### config.mk
export PLATFORM = sky130hd
export DESIGN_NAME = string_literal_name_decoder_top
export DESIGN_NICKNAME = d
export VERILOG_FILES = /design/src/design/sldec_pkg.sv /design/src/design/string_literal_name_decoder_top.sv /design/src/design/sldec_core.sv
export SDC_FILE = /design/constraint.sdc
export NUM_CORES = 1
export LEC_CHECK = 0
export BUFFER_PORTS_ARGS = -buffer_cell sky130_fd_sc_hd__buf_2
export CAP_MARGIN = 20
export CORE_ASPECT_RATIO = 1.1
export CORE_UTILIZATION = 50
export CTS_CLUSTER_DIAMETER = 200
export DETAILED_ROUTE_END_ITERATION = 8
export PLACE_DENSITY = 0.75
export SYNTH_ARGS = -nofsm -noshare
export SYNTH_HDL_FRONTEND = slang
export SYNTH_SLANG_ARGS = --single-unit
export TNS_END_PERCENT = 100
### constraint.sdc
create_clock -name clk -period 6 [get_ports clk]
set_clock_uncertainty 0.1 [all_clocks]
set_input_delay 0.9 -clock clk [delete_from_list [all_inputs] [get_ports clk]]
set_output_delay 0.9 -clock clk [all_outputs]
set_load 0.005 [all_outputs]
### src/design/sldec_pkg.sv
`timescale 1ns / 1ps
// ----------------------------------------------------------------------------
// sldec_pkg
// Shared types and constants of the string-literal name decoder: transaction
// structs, parse stages and the small character tables.
// ----------------------------------------------------------------------------
package sldec_pkg;

    localparam int PrefixLen  = 6;
    localparam int MinNameLen = 10;
    localparam int MaxResults = 5;

    localparam logic [7:0] UpperBase = 8'hC1;
    localparam logic [7:0] LowerBase = 8'hE1;
    localparam logic [7:0] ChQuest   = 8'h3F;  // '?'
    localparam logic [7:0] ChDollar  = 8'h24;  // '$'
    localparam logic [7:0] ChAt      = 8'h40;  // '@'
    localparam logic [7:0] ChZero    = 8'h30;  // '0'
    localparam logic [7:0] ChNine    = 8'h39;
    localparam logic [7:0] ChUpA     = 8'h41;
    localparam logic [7:0] ChUpP     = 8'h50;
    localparam logic [7:0] ChUpZ     = 8'h5A;
    localparam logic [7:0] ChLoA     = 8'h61;
    localparam logic [7:0] ChLoZ     = 8'h7A;

    localparam logic [1:0] StatDecoded  = 2'd0;
    localparam logic [1:0] StatNotLit   = 2'd1;
    localparam logic [1:0] StatFallback = 2'd2;

    typedef enum logic [2:0] {
        ST_PREFIX = 3'd0,
        ST_TYPE   = 3'd1,
        ST_LEN0   = 3'd2,
        ST_LENX   = 3'd3,
        ST_SUM0   = 3'd4,
        ST_SUMX   = 3'd5,
        ST_TEXT   = 3'd6,
        ST_SKIP   = 3'd7
    } stage_t;

    typedef struct packed {
        logic [7:0] ch;
        logic       last;
    } in_item_t;

    typedef struct packed {
        logic [7:0] out_char;
        logic       done_res;
        logic [1:0] status;
    } res_t;

    // Results caused by one input transaction, slot 0 first
    typedef struct packed {
        logic [2:0]                  cnt;
        res_t [MaxResults-1:0]       items;
    } step_t;

    function automatic logic [7:0] prefix_char(input logic [2:0] pos);
        logic [7:0] c;
        case (pos)
            3'd0:    c = 8'h3F;  // ?
            3'd1:    c = 8'h3F;  // ?
            3'd2:    c = 8'h5F;  // _
            3'd3:    c = 8'h43;  // C
            3'd4:    c = 8'h40;  // @
            3'd5:    c = 8'h5F;  // _
            default: c = 8'h00;
        endcase
        return c;
    endfunction

    function automatic logic [7:0] punct_char(input logic [3:0] d);
        logic [7:0] c;
        case (d)
            4'd0:    c = 8'h2C;  // comma
            4'd1:    c = 8'h2F;  // slash
            4'd2:    c = 8'h5C;  // backslash
            4'd3:    c = 8'h3A;  // colon
            4'd4:    c = 8'h2E;  // period
            4'd5:    c = 8'h20;  // space
            4'd6:    c = 8'h0A;  // newline
            4'd7:    c = 8'h09;  // tab
            4'd8:    c = 8'h27;  // apostrophe
            4'd9:    c = 8'h2D;  // dash
            default: c = 8'h00;
        endcase
        return c;
    endfunction

    function automatic logic is_space(input logic [7:0] b);
        return (b == 8'h20) || (b >= 8'h09 && b <= 8'h0D);
    endfunction

endpackage

### src/design/string_literal_name_decoder_top.sv
`timescale 1ns / 1ps
// ----------------------------------------------------------------------------
// string_literal_name_decoder_top
// Streaming decoder for decorated string-literal symbol names.
// ----------------------------------------------------------------------------
// Usage:
//   Input channel (in_valid / in_stall / in_data) carries one character of the
//   name per transaction; in_data.last marks its final character.
//   Output channel (out_valid / out_stall / out_data) carries decoded text
//   bytes, then one closing transaction with done_res = 1 and the status.
//   A character is parsed in the cycle it is accepted and its results (zero
//   to five) sit in a result buffer from the next cycle on, one transaction
//   per cycle. A new character is accepted whenever the buffer is empty or
//   its final entry leaves in the same cycle, so a stream that releases at
//   most one byte per character runs at one character per cycle unless
//   out_stall holds it. Characters releasing several bytes (escape flush,
//   closing status) hold the input until their final entry leaves the port.
//   Reset clears the parse state and empties the buffer. When the receiver
//   stalls, the buffered transaction holds and the input stalls once the
//   buffer cannot take the next character's results.
// ----------------------------------------------------------------------------
module string_literal_name_decoder_top
(
    input  logic                clk,
    input  logic                rst_n,
    input  logic                in_valid,
    output logic                in_stall,
    input  sldec_pkg::in_item_t in_data,
    output logic                out_valid,
    input  logic                out_stall,
    output sldec_pkg::res_t     out_data
);

    sldec_pkg::step_t step;
    sldec_pkg::res_t [sldec_pkg::MaxResults-1:0] items_reg, items_next;
    logic [2:0] cnt_reg, cnt_next;
    logic       in_take, out_take;

    sldec_core u_core
    (
        .clk   (clk),
        .rst_n (rst_n),
        .take  (in_take),
        .item  (in_data),
        .step  (step)
    );

    // Handshake: accept when the buffer is empty or drains this cycle
    assign out_valid = (cnt_reg != 3'd0);
    assign out_take  = out_valid && !out_stall;
    assign in_stall  = !((cnt_reg == 3'd0) || (cnt_reg == 3'd1 && !out_stall));
    assign in_take   = in_valid && !in_stall;
    assign out_data  = items_reg[0];

    // Load new results or advance the buffer by one entry
    always_comb
    begin
        items_next = items_reg;
        cnt_next   = cnt_reg;
        if (in_take)
        begin
            items_next = step.items;
            cnt_next   = step.cnt;
        end
        else if (out_take)
        begin
            for (int i = 0; i < sldec_pkg::MaxResults - 1; i++)
            begin
                items_next[i] = items_reg[i+1];
            end
            cnt_next = cnt_reg - 3'd1;
        end
    end

    always_ff @(posedge clk or negedge rst_n)
    begin
        if (!rst_n)
        begin
            cnt_reg <= '0;
        end
        else
        begin
            cnt_reg <= cnt_next;
        end
    end

    always_ff @(posedge clk)
    begin
        items_reg <= items_next;
    end

    // Buffer never holds more than one character's results
    a_cnt_range: assert property (@(posedge clk) disable iff (!rst_n)
        cnt_reg <= 3'(sldec_pkg::MaxResults))
        else $error("result buffer count out of range");

    // A character is taken only when no earlier result would be overwritten
    a_no_overrun: assert property (@(posedge clk) disable iff (!rst_n)
        in_take |-> (cnt_reg == 3'd0 || (cnt_reg == 3'd1 && out_take)))
        else $error("input accepted over pending results");

    // The closing transaction is always the final buffered entry
    a_done_last: assert property (@(posedge clk) disable iff (!rst_n)
        (out_valid && out_data.done_res) |-> (cnt_reg == 3'd1 && out_data.out_char == 8'h00))
        else $error("closing transaction not last or carries a byte");

    // Text bytes carry a zero status
    a_text_status: assert property (@(posedge clk) disable iff (!rst_n)
        (out_valid && !out_data.done_res) |-> (out_data.status == sldec_pkg::StatDecoded))
        else $error("text byte with nonzero status");

endmodule

### src/design/sldec_core.sv
`timescale 1ns / 1ps
// ----------------------------------------------------------------------------
// sldec_core
// Parse state of the decoder. Works out, from the held state and one input
// character, the result transactions it causes and the next parse state.
// ----------------------------------------------------------------------------
module sldec_core
(
    input  logic               clk,
    input  logic               rst_n,
    input  logic               take,
    input  sldec_pkg::in_item_t item,
    output sldec_pkg::step_t    step
);

    sldec_pkg::stage_t stage_reg, stage_next;
    logic [2:0] prefix_pos_reg, prefix_pos_next;
    logic [3:0] char_count_reg, char_count_next;
    logic       len_nz_reg, len_nz_next;
    logic       sum_nz_reg, sum_nz_next;
    logic       fallback_reg, fallback_next;
    logic [7:0] pend2_reg, pend2_next;
    logic [1:0] pend_cnt_reg, pend_cnt_next;
    logic       nonblank_reg, nonblank_next;
    logic       text_end_reg, text_end_next;
    logic       zero_seen_reg, zero_seen_next;

    logic [7:0] bytes [sldec_pkg::MaxResults];
    logic [2:0] nb;
    logic [2:0] nb_text;
    logic [1:0] status;

    logic [7:0] ch;
    logic       is_hex, is_digit, is_upper, is_lower;
    logic       is_len, first_fld, nz_cur, nz_new;
    sldec_pkg::stage_t hex_st, done_st;
    logic       plain_end, plain_pend;

    assign ch        = item.ch;
    assign is_hex    = (ch >= sldec_pkg::ChUpA) && (ch <= sldec_pkg::ChUpP);
    assign is_digit  = (ch >= sldec_pkg::ChZero) && (ch <= sldec_pkg::ChNine);
    assign is_upper  = (ch >= sldec_pkg::ChUpA) && (ch <= sldec_pkg::ChUpZ);
    assign is_lower  = (ch >= sldec_pkg::ChLoA) && (ch <= sldec_pkg::ChLoZ);
    assign plain_end  = (ch == sldec_pkg::ChAt) || (ch == 8'h00);
    assign plain_pend = (ch == sldec_pkg::ChQuest);

    // Field stage selection: length field or checksum field
    assign is_len    = (stage_reg == sldec_pkg::ST_LEN0) || (stage_reg == sldec_pkg::ST_LENX);
    assign first_fld = (stage_reg == sldec_pkg::ST_LEN0) || (stage_reg == sldec_pkg::ST_SUM0);
    assign nz_cur    = is_len ? len_nz_reg : sum_nz_reg;
    assign hex_st    = is_len ? sldec_pkg::ST_LENX : sldec_pkg::ST_SUMX;
    assign done_st   = is_len ? sldec_pkg::ST_SUM0 : sldec_pkg::ST_TEXT;

    // Next parse state and the text bytes this character releases
    always_comb
    begin : decode
        stage_next      = stage_reg;
        prefix_pos_next = prefix_pos_reg;
        char_count_next = (char_count_reg < 4'(sldec_pkg::MinNameLen))
                          ? char_count_reg + 4'd1 : char_count_reg;
        len_nz_next     = len_nz_reg;
        sum_nz_next     = sum_nz_reg;
        fallback_next   = fallback_reg;
        pend2_next      = pend2_reg;
        pend_cnt_next   = pend_cnt_reg;
        text_end_next   = text_end_reg;
        nz_new          = nz_cur;
        nb_text         = 3'd0;
        for (int i = 0; i < sldec_pkg::MaxResults; i++)
        begin
            bytes[i] = 8'h00;
        end

        case (stage_reg)
            sldec_pkg::ST_PREFIX:
            begin
                if (prefix_pos_reg < 3'(sldec_pkg::PrefixLen) &&
                    ch == sldec_pkg::prefix_char(prefix_pos_reg))
                begin
                    prefix_pos_next = prefix_pos_reg + 3'd1;
                    if (prefix_pos_reg == 3'(sldec_pkg::PrefixLen - 1))
                    begin
                        stage_next = sldec_pkg::ST_TYPE;
                    end
                end
                else
                begin
                    stage_next = sldec_pkg::ST_SKIP;
                end
            end
            sldec_pkg::ST_TYPE:
            begin
                if (ch == sldec_pkg::ChZero)
                begin
                    stage_next = sldec_pkg::ST_LEN0;
                end
                else
                begin
                    stage_next    = sldec_pkg::ST_SKIP;
                    fallback_next = 1'b1;
                end
            end
            sldec_pkg::ST_LEN0, sldec_pkg::ST_LENX,
            sldec_pkg::ST_SUM0, sldec_pkg::ST_SUMX:
            begin
                if (first_fld && is_digit)
                begin
                    nz_new = (ch != sldec_pkg::ChZero);
                    if (nz_new)
                    begin
                        stage_next = done_st;
                    end
                    else
                    begin
                        stage_next    = sldec_pkg::ST_SKIP;
                        fallback_next = 1'b1;
                    end
                end
                else if (is_hex)
                begin
                    if (ch != sldec_pkg::ChUpA)
                    begin
                        nz_new = 1'b1;
                    end
                    stage_next = hex_st;
                end
                else if (ch == sldec_pkg::ChAt && nz_cur)
                begin
                    stage_next = done_st;
                end
                else
                begin
                    stage_next    = sldec_pkg::ST_SKIP;
                    fallback_next = 1'b1;
                end
                if (is_len)
                begin
                    len_nz_next = nz_new;
                end
                else
                begin
                    sum_nz_next = nz_new;
                end
            end
            sldec_pkg::ST_TEXT:
            begin
                if (!text_end_reg)
                begin
                    if (pend_cnt_reg == 2'd1 && ch == sldec_pkg::ChDollar)
                    begin
                        pend_cnt_next = 2'd2;
                    end
                    else if (pend_cnt_reg == 2'd1 && (is_digit || is_upper || is_lower))
                    begin
                        pend_cnt_next = 2'd0;
                        if (is_digit)
                        begin
                            bytes[0] = sldec_pkg::punct_char(4'(ch - sldec_pkg::ChZero));
                        end
                        else if (is_upper)
                        begin
                            bytes[0] = 8'(ch - sldec_pkg::ChUpA + sldec_pkg::UpperBase);
                        end
                        else
                        begin
                            bytes[0] = 8'(ch - sldec_pkg::ChLoA + sldec_pkg::LowerBase);
                        end
                        nb_text = 3'd1;
                    end
                    else if (pend_cnt_reg == 2'd2 && is_hex)
                    begin
                        pend2_next    = ch;
                        pend_cnt_next = 2'd3;
                    end
                    else if (pend_cnt_reg == 2'd3 && is_hex)
                    begin
                        pend_cnt_next = 2'd0;
                        bytes[0] = {4'(pend2_reg - sldec_pkg::ChUpA),
                                    4'(ch - sldec_pkg::ChUpA)};
                        nb_text = 3'd1;
                    end
                    else
                    begin
                        // Release held escape characters, then take ch as text, end mark or escape start
                        if (pend_cnt_reg >= 2'd1)
                        begin
                            bytes[0] = sldec_pkg::ChQuest;
                        end
                        if (pend_cnt_reg >= 2'd2)
                        begin
                            bytes[1] = sldec_pkg::ChDollar;
                        end
                        if (pend_cnt_reg == 2'd3)
                        begin
                            bytes[2] = pend2_reg;
                        end
                        nb_text = {1'b0, pend_cnt_reg};
                        pend_cnt_next = 2'd0;
                        if (plain_end)
                        begin
                            text_end_next = 1'b1;
                        end
                        else if (plain_pend)
                        begin
                            pend_cnt_next = 2'd1;
                        end
                        else
                        begin
                            bytes[nb_text] = ch;
                            nb_text = nb_text + 3'd1;
                        end
                    end
                end
            end
            default:
            begin
            end
        endcase
    end

    // Final flush, blank-text tracking and the closing status
    always_comb
    begin : results
        nb             = nb_text;
        status         = sldec_pkg::StatDecoded;
        nonblank_next  = nonblank_reg;
        zero_seen_next = zero_seen_reg;
        step           = '0;

        if (item.last)
        begin
            if (char_count_next < 4'(sldec_pkg::MinNameLen) ||
                (stage_next == sldec_pkg::ST_SKIP && !fallback_next))
            begin
                status = sldec_pkg::StatNotLit;
            end
            else if (stage_next != sldec_pkg::ST_TEXT)
            begin
                status = sldec_pkg::StatFallback;
            end
            else
            begin
                if (pend_cnt_next >= 2'd1)
                begin
                    step.items[nb].out_char = sldec_pkg::ChQuest;
                    nb = nb + 3'd1;
                end
                if (pend_cnt_next >= 2'd2)
                begin
                    step.items[nb].out_char = sldec_pkg::ChDollar;
                    nb = nb + 3'd1;
                end
                if (pend_cnt_next == 2'd3)
                begin
                    step.items[nb].out_char = pend2_next;
                    nb = nb + 3'd1;
                end
            end
        end

        for (int i = 0; i < sldec_pkg::MaxResults; i++)
        begin
            if (3'(i) < nb_text)
            begin
                step.items[i].out_char = bytes[i];
            end
        end

        // Walk the released bytes in order
        for (int i = 0; i < sldec_pkg::MaxResults; i++)
        begin
            if (3'(i) < nb)
            begin
                if (step.items[i].out_char == 8'h00)
                begin
                    zero_seen_next = 1'b1;
                end
                else if (!zero_seen_next && !sldec_pkg::is_space(step.items[i].out_char))
                begin
                    nonblank_next = 1'b1;
                end
            end
        end

        if (item.last)
        begin
            if (status == sldec_pkg::StatDecoded && !nonblank_next)
            begin
                status = sldec_pkg::StatFallback;
            end
            step.items[nb].out_char = 8'h00;
            step.items[nb].done_res = 1'b1;
            step.items[nb].status   = status;
            step.cnt = nb + 3'd1;
        end
        else
        begin
            step.cnt = nb;
        end
    end

    // Advance parse state on each accepted character; clear after the last
    always_ff @(posedge clk or negedge rst_n)
    begin
        if (!rst_n)
        begin
            stage_reg      <= sldec_pkg::ST_PREFIX;
            prefix_pos_reg <= '0;
            char_count_reg <= '0;
            len_nz_reg     <= 1'b0;
            sum_nz_reg     <= 1'b0;
            fallback_reg   <= 1'b0;
            pend_cnt_reg   <= '0;
            nonblank_reg   <= 1'b0;
            text_end_reg   <= 1'b0;
            zero_seen_reg  <= 1'b0;
        end
        else if (take)
        begin
            if (item.last)
            begin
                stage_reg      <= sldec_pkg::ST_PREFIX;
                prefix_pos_reg <= '0;
                char_count_reg <= '0;
                len_nz_reg     <= 1'b0;
                sum_nz_reg     <= 1'b0;
                fallback_reg   <= 1'b0;
                pend_cnt_reg   <= '0;
                nonblank_reg   <= 1'b0;
                text_end_reg   <= 1'b0;
                zero_seen_reg  <= 1'b0;
            end
            else
            begin
                stage_reg      <= stage_next;
                prefix_pos_reg <= prefix_pos_next;
                char_count_reg <= char_count_next;
                len_nz_reg     <= len_nz_next;
                sum_nz_reg     <= sum_nz_next;
                fallback_reg   <= fallback_next;
                pend_cnt_reg   <= pend_cnt_next;
                nonblank_reg   <= nonblank_next;
                text_end_reg   <= text_end_next;
                zero_seen_reg  <= zero_seen_next;
            end
        end
    end

    // Hold the escape hex letter; payload needs no reset
    always_ff @(posedge clk)
    begin
        if (take)
        begin
            pend2_reg <= pend2_next;
        end
    end

endmodule
==> results.yml <==
outcome:
  status: "complete, no violations"
clocking:
  cts_hold_buf: 0
  cts-root-buf: "clkbuf_16"
  cts_tree: "yes"
  clockBufferDepth: 2
  cts_max_level: 3
  post-cts-setup-buffer-count: 0
  cts_buffers: 9
  ctsResizeCount: 0
  cts.sinks: 84
  clk_latency_ns: 0.35
  path_clk_slew_ns: 0.06
timing:
  finalHoldWorstSlack_ns: 0.4027
  fin_ws_ns: 0.4991
  hold_violations: 0
  fin_setup_tns_ns: 0
  worst_pin_slew_ns: 1.001
  rsz0062_at_grt: "no"
  slew_viol_final: 0
  period_share_pct: 91.68
  fmax_mhz: 181.8
  fin_crit_ns: 5.501
  max_slew_margin_pct: 32.65
  setup_viol: 0
routing:
  drc: 0
  routed_wl_um: 21740
  vias: 6919
  wl_per_cell_um: 20.11
  drt-pass1-iter-count: 6
  drtIter0Drc: 809
  viasPerCell: 6.401
  antenna_left: 0
place:
  routabilityCongestion: 1.076
  place_inst: 1065
  hpwl_um: 16400
  io_buffers: 25
  place_ws_ns: 0.2089
  place_area_um2: 7565
synthesis:
  yosysUniqueCellTypes: 85
  synth_nets: 905
  synth_area_um2: 7118
  synth-seq-area-share_pct: 33.96
  synthArstFlopShare_pct: 25.00
  yosysTopAreaCellShare_pct: 26.58
  yosys_warnings: 0
  ys_top_cells_by_area: "edfxtp_1 (27%), dfrtp_1 (7.4%), nand2_1 (6.0%), o21ai_0 (4.8%), ha_1 (4.7%)"
  synth-seq-cells: 84
  synth_edf_count: 63
  syn_area_per_cell_um2: 8.229
  synth_top_cell_by_area: "edfxtp_1"
  syn_inst: 865
  dominantRegCellSynth: "edfxtp_1"
floorplanning:
  io_pins: 26
  core_area_um2: 13850
  dieArea_um2: 14720
  fp.dieH_um: 127.1
  die_w_um: 115.8
  fp-row-count: 45
  initial_utilization_pct: 51.39
pwr:
  intPower_mw: 1.681
  swShare_pct: 39.79
  peakVddDrop_mv: 0.1854
  p_leak_nw: 3.078
  seqPwrFrac_pct: 37.2
  switchingPower_mw: 1.111
  finalPower_mw: 2.792
  combPwrFrac_pct: 42.3
  pwr-share-clk_pct: 20.6
  power_density_nw_per_um2: 354.6
global_route:
  grt_pass1_vias: 6365
  overflow: 0
  grt_max_degree: 90
  grt_usage_pct: 30.54
  antenna_found_initial: 0
  grt_pass1_wl_um: 34580
critical_path:
  crit_fanout: 9
  required_ns: 6.07
  cp_cell_sequence: "buf_2 > inv_1 > buf_4 > ha_1 > or3b_1 > a211oi_1 > and2_1 > buf_4 > a21oi_1 > nor2_1 > nand2_1 > o21a_1 > ha_1 > xor2_1 > nor2_1 > a311oi_1 > o211a_2 > and2_1 > a211oi_1 > a31o_1 > a211o_1 > o31ai_2"
  cp-start-kind: "input port"
  crit_type: "in2reg"
  worst_setup_path_end_kind: "register"
  critPathLaunch: "in_data[1]"
  reg2reg_depth: 21
  slowest_delay_ns: 0.43
  cp_slowest_cell: "nor2_1"
  worstReg2RegStart: "u_core.pend_cnt_reg[1]"
  arrival_ns: 5.57
min_path:
  worst_hold_path_type: "reg2reg"
  hold_start: "u_core.nonblank_reg"
  min_path_cells: 1
layout:
  mostFrequentLayoutCell: "nand2_1"
  nFillCells: 1337
  drive_gt1_share_pct: 13.55
  fin_nets: 928
  n_antenna_cell: 0
  area_delta_synth_final_pct: 10.62
  finish.utilization_pct: 56.85
  largest_reg_flops: 44
  fin_cells: 1081
  design_area_um2: 7874
  final_cell_mix: "nand2_1 (113), nor2_1 (70), o21ai_0 (68)"
flow_run:
  cap_violations: 0
==> cells by family (layout without fill, tap and decap cells) <==
logic type      Yosys count  count (layout)  share of synthesized area, %
compound gates          300             300                         28.97
xor+xnor                 16              16                         1.969
fa+ha+maj                27              27                         4.746
buf+inv                 102             130                         6.152
flops                    84              84                         33.96
mux                      15              15                         2.162
simple gates            321             321                         22.04
==> Yosys cell counts (all sizes together) (4+ instances only) <==
cell type	n
a21o	7
mux2i	12
o21a	6
clkbuf	37
o22ai	10
a21boi	4
nor2b	6
a211o	5
nand2b	13
nand4	9
ha	27
o21ai	73
inv	40
a22oi	4
or3	8
buf	23
a31o	4
xor2	8
xnor2	8
a31oi	17
and3	9
nor2	70
o211a	5
o211ai	8
edfxtp	63
o2111ai	6
nand3	32
and2	8
nor3	24
dfrtp	21
nand2	114
a22o	7
o31ai	29
nor4	7
a21oi	62
a211oi	16
==> power groups by stage <==
stage               Combinational [mW]  Clock (mW)  Sequential (mW)
CTS                               1.16       0.585             1.04
global placement                  1.15           0             1.04
floorplan                        0.894           0             1.01
detailed placement                1.16           0             1.05
global route                      1.31       0.603             1.07
finish                            1.18       0.574             1.04
==> worst max-delay path, delay by kind of cell <==
kind	cells	cell delay (ns)
compound gates	9	2.11
xor+xnor	1	0.13
fa+ha+maj	2	0.38
buf+inv	4	0.51
simple gates	6	1.52
==> per-layer routing <==
layer	global-route usage (%)	vias to the layer above	share of wire (%)
met3	5.693	59	7.8
met1	42.01	3228	43
met2	46.99	349	45
met4	12.59	0	3.6
li1	-	3283	-
met5	0	-	0
==> area by class of cell <==
type | count | area, µm² | area share, %
Multi-Input combinational cell | 679 | 4277 | 54.31
Sequential cell | 84 | 2417 | 30.70
Timing Repair Buffer | 72 | 478.0 | 6.070
Clock buffer | 10 | 239.0 | 3.035
Tap cell | 188 | 235.2 | 2.987
Inverter | 42 | 157.7 | 2.002
Clock inverter | 6 | 70.07 | 0.8899
==> final timing paths <==
kind                                          end  slack (ns)
max                                 items_reg[12]        0.50
max reg2reg                         items_reg[12]        0.78
max in group asynchronous     u_core.fallback_reg        5.04
min reg2reg                   u_core.nonblank_reg        0.40
min                           u_core.nonblank_reg        0.40
min in group asynchronous  u_core.pend_cnt_reg[0]        0.41
Note: power is estimated with default switching activity, not from simulation.
